### src/rtl/lbp_ram.sv
// Generic simple dual port RAM with registered read.
module lbp_ram #(
  parameter int WIDTH = 8,
  parameter int DEPTH = 256
) (
  input  logic                     clk,
  input  logic                     we,
  input  logic [$clog2(DEPTH)-1:0] waddr,
  input  logic [WIDTH-1:0]         wdata,
  input  logic                     re,
  input  logic [$clog2(DEPTH)-1:0] raddr,
  output logic [WIDTH-1:0]         rdata
);

  logic [WIDTH-1:0] mem [DEPTH];

  // Write port
  always_ff @(posedge clk) begin
    if (we) begin
      mem[waddr] <= wdata;
    end
  end

  // Registered read port, held while re is low
  always_ff @(posedge clk) begin
    if (re) begin
      rdata <= mem[raddr];
    end
  end

endmodule

### config.mk
export PLATFORM = sky130hd
export DESIGN_NAME = lbp_ram
export DESIGN_NICKNAME = d
export VERILOG_FILES = /design/src/rtl/lbp_ram.sv
export SDC_FILE = /design/constraint.sdc
export NUM_CORES = 2
export LEC_CHECK = 0
export ABC_AREA = 1
export BUFFER_PORTS_ARGS = -buffer_cell sky130_fd_sc_hd__buf_4
export CAP_MARGIN = 0
export CORE_ASPECT_RATIO = 0.5
export CORE_MARGIN = 5
export CORE_UTILIZATION = 35
export CTS_BUF_LIST = sky130_fd_sc_hd__clkbuf_8
export DETAILED_ROUTE_END_ITERATION = 12
export PLACE_DENSITY = 0.54
export SLEW_MARGIN = 0
export SYNTH_ARGS = -nofsm -noshare
export SYNTH_HDL_FRONTEND = slang
export SYNTH_SLANG_ARGS = --single-unit
### constraint.sdc
create_clock -name clk -period 1.9 [get_ports clk]
set_clock_uncertainty 0.2 [all_clocks]
set_input_delay 0.095 -clock clk [delete_from_list [all_inputs] [get_ports clk]]
set_output_delay 0.095 -clock clk [all_outputs]
set_load 0.05 [all_outputs]
==> out/qor.csv <==
stage;metric;value;unit
min_path;hold path start;waddr[2];
timing;RSZ-0062 raised after global routing;true;
logic_synthesis;Seq/Total Area, Yosys;0.740;
placement;detailed placement HPWL;159000;µm
logic_synthesis;largest family of logic cells by synthesized area;simple AND/OR/NAND/NOR gates;
setup_path;critical-path cell list;buf_4 -> dlygate4sd3_1 -> inv_1 -> nor2_1 -> inv_1 -> nor2_4 -> nand2_2 -> buf_12 -> nor2_1 -> dlygate4sd3_1 -> buf_6;
status;outcome;finished with violations;
logic_synthesis;Synth Area in Simple Gates;0.229;
timing;Final WS setup;-148;ps
timing;Final Max Slew Viols;0;
floorplan;starting density of the core;0.353;
floorplan;num rows;126;
cells_and_area;commonest non-fill, non-tap cell in the layout;nand2_1;
placement;Placer Congestion;0.882;
power_and_ir_drop;Combinational Power Share;0.083;
detailed_routing;initial drt markers;6473;
logic_synthesis;Synth area leader;edfxtp_1;
detailed_routing;WL final;257000;µm
grt;number of global-route vias before repair;54800;
setup_path;crit start category;primary input;
detailed_routing;DRC violations left;0;
clock_tree;CTS Buf Count;302;
power_and_ir_drop;Psw;22.5;mW
logic_synthesis;Compound-Gate Fraction of Synth Area;0;
detailed_routing;WL/cell;23.3;µm
setup_path;CP max stage delay;660;ps
cells_and_area;fin util;0.426;
power_and_ir_drop;Power Dens Cells;897;nW/µm²
logic_synthesis;Synth Instances;7003;
grt;first-pass GRT wire length;376000;µm
grt;gr usage total;0.202;
setup_path;worst flop-to-flop path endpoint;rdata[3]$_DFFE_PP_;
setup_path;Required @ worst endpoint;2320;ps
cells_and_area;Reg area;61700;µm²
clock_tree;Setup Buffers After CTS;0;
floorplan;Core ar.;237000;µm²
grt;initial antenna violation count;15;
placement;pre-CTS setup slack;-926;ps
clock_tree;clock latency on the worst-skew pair;940;ps
timing;Slew HR;0.484;
timing;# setup viols final;27;
logic_synthesis;area share of the leading cell type in the synthesized netlist;0.740;
timing;Final Hold Viols;0;
logic_synthesis;synthesized net count;7030;
power_and_ir_drop;register share of total power;0.554;
cells_and_area;Syn-to-layout area delta;20.7;%
setup_path;Crit Path Class;primary input to register;
setup_path;WP data arrival;2470;ps
power_and_ir_drop;VDD IR max;0.474;mV
min_path;hold depth;8;
timing;Max Freq;488;MHz
clock_tree;root buf cell;clkbuf_8;
placement;IO Port Bufs;34;
floorplan;number of I/O pins;35;
logic_synthesis;post-synthesis average cell area;11.9;µm²
detailed_routing;drt first pass iters;6;
clock_tree;clock-pin slew on the worst setup and hold paths;70;ps
setup_path;r2r worst-path depth;10;
logic_synthesis;Distinct cells, synth;13;
status;failing checks;negative setup slack;
setup_path;Worst Setup End Kind;register;
clock_tree;deepest clock path buffer count;4;
floorplan;Die Y;355;µm
detailed_routing;DRT antenna net count;0;
min_path;Hold Path Sink;mem[197][2]$_DFFE_PP_;
clock_tree;CTS H-Tree Depth;5;
cells_and_area;nets;7639;
grt;largest net degree at the start of global routing;78;
timing;final worst-path cycle share;1.08;
setup_path;slowest CP cell;dlygate4sd3_1;
power_and_ir_drop;Sw Share;0.249;
logic_synthesis;post-synthesis mux area share;0;
cells_and_area;share of layout cells above drive strength 1;0.189;
cells_and_area;Fillers;22000;
timing;Min Clock Period, post-route;2050;ps
logic_synthesis;post-synthesis xor/xnor area fraction;0;
clock_tree;total clock sinks;2056;
flow_run;MaxCap Viol Count;0;
detailed_routing;detailed-route via count;57300;
power_and_ir_drop;Lkg Pwr;36.1;nW
detailed_routing;Vias/cell;5.19;
cells_and_area;most frequent cells in the layout;nand2_1, edfxtp_1, nand3_1;
clock_tree;CTS tree;built;
logic_synthesis;Synth Area in Adders;0;
setup_path;FF-to-FF setup slack;30;ps
logic_synthesis;Synthesis Warnings;0;
timing;Worst Tran Pin Value;771;ps
cells_and_area;multi-input combinational cell area;21400;µm²
logic_synthesis;synth top area cells;edfxtp_1, nand3_1, nand2_1;
setup_path;CP Max Fanout;7;
floorplan;DIE WIDTH;701;µm
logic_synthesis;Mapped Area;83500;µm²
grt;total grt overflow;0;
min_path;Hold Crit Class;primary input to register;
setup_path;reg-to-reg startpoint;mem[41][3]$_DFFE_PP_;
power_and_ir_drop;clock network fraction of total power;0.364;
floorplan;total die area;249000;µm²
logic_synthesis;post-synthesis register bit count;2056;
power_and_ir_drop;Internal;67.9;mW
[Yosys cell counts]
cell,instances
nand2_1,2123
edfxtp_1,2056
nand3_1,2019
nor2_1,283
buf_2,268
clkbuf_1,112
buf_4,46
buf_1,40
inv_1,36
buf_6,16
inv_2,2
buf_8,1
inv_4,1
[cell type report]
class                      instances  area share
antenna                            3   0.0000745
clock buffer                     311      0.0425
clock inverter                   203     0.00926
inverter                          39     0.00181
multi-input combinational       4425       0.212
sequential                      2056       0.613
tap                             3200      0.0397
timing repair buffer             788      0.0815
[sequential cells by signal, summed over array words and instances, names as in the netlist]
| name | count |
|---|---|
| mem | 2048 |
| rdata | 8 |
[worst max path at each step]
stage                     slack, ps  depth (start not counted)               endpoint               start
after floorplan                 110                          4  mem[162][0]$_DFFE_PP_                  we
after global placement         -930                         13     rdata[6]$_DFFE_PP_            raddr[1]
after detailed placement       -930                         14     rdata[5]$_DFFE_PP_            raddr[1]
after CTS                      -220                          1               rdata[2]  rdata[2]$_DFFE_PP_
after global routing           -180                          1               rdata[2]  rdata[2]$_DFFE_PP_
final                          -150                         11   mem[65][4]$_DFFE_PP_            waddr[0]
[cell families (layout without fill, tap and decap cells)]
group         count (synthesis)  after routing
simple gates               4425           4425
flops                      2056           2056
buf+inv                     522           1341
other cells                   0              3
[metrics by stage]
stage	hold WS (ps)	cells	setup TNS, ps	area [µm²]	total power [mW]
6_report	13.6	11000	-2010	101000	90.4
5_1_grt	8.00	11000	-2910	101000	93.8
4_1_cts	13.2	11000	-17600	99200	90.7
3_5_place_dp	271	10500	-6760	92700	57.8
3_3_place_gp	272	10500	-6720	92700	57.8
2_1_floorplan	-6.13	7003	0	83500	54.2
[power by group through the flow]
stage | logic, mW | clock network (mW) | registers [mW]
6_report | 7.47 | 32.8 | 50.0
5_1_grt | 7.99 | 35.8 | 50.0
4_1_cts | 7.11 | 33.6 | 50.0
3_5_place_dp | 6.77 | 0 | 51.0
3_3_place_gp | 6.76 | 0 | 51.0
2_1_floorplan | 3.09 | 0 | 51.1
[timing repair]
action,in CTS,in global routing
endpoints found under the setup margin,16,177
resized for setup,142,307
pin swaps,14,91
hold buffers,45,5
endpoints found under the hold margin,4093,144
[critical path, delay by kind of cell]
| family | cells | cell delay, ps |
|---|---|---|
| simple gates | 4 | 440 |
| buf+inv | 7 | 1890 |
[routing by layer]
metal / part of all wire / vias up / GRT usage
met1: 0.45 / 28400 / 0.300
met4: 0.025 / 0 / 0.0545
li1: - / 26100 / -
met2: 0.45 / 2307 / 0.304
met5: 0 / - / 0
met3: 0.079 / 384 / 0.0362
Note: power is estimated with default switching activity, not from simulation.
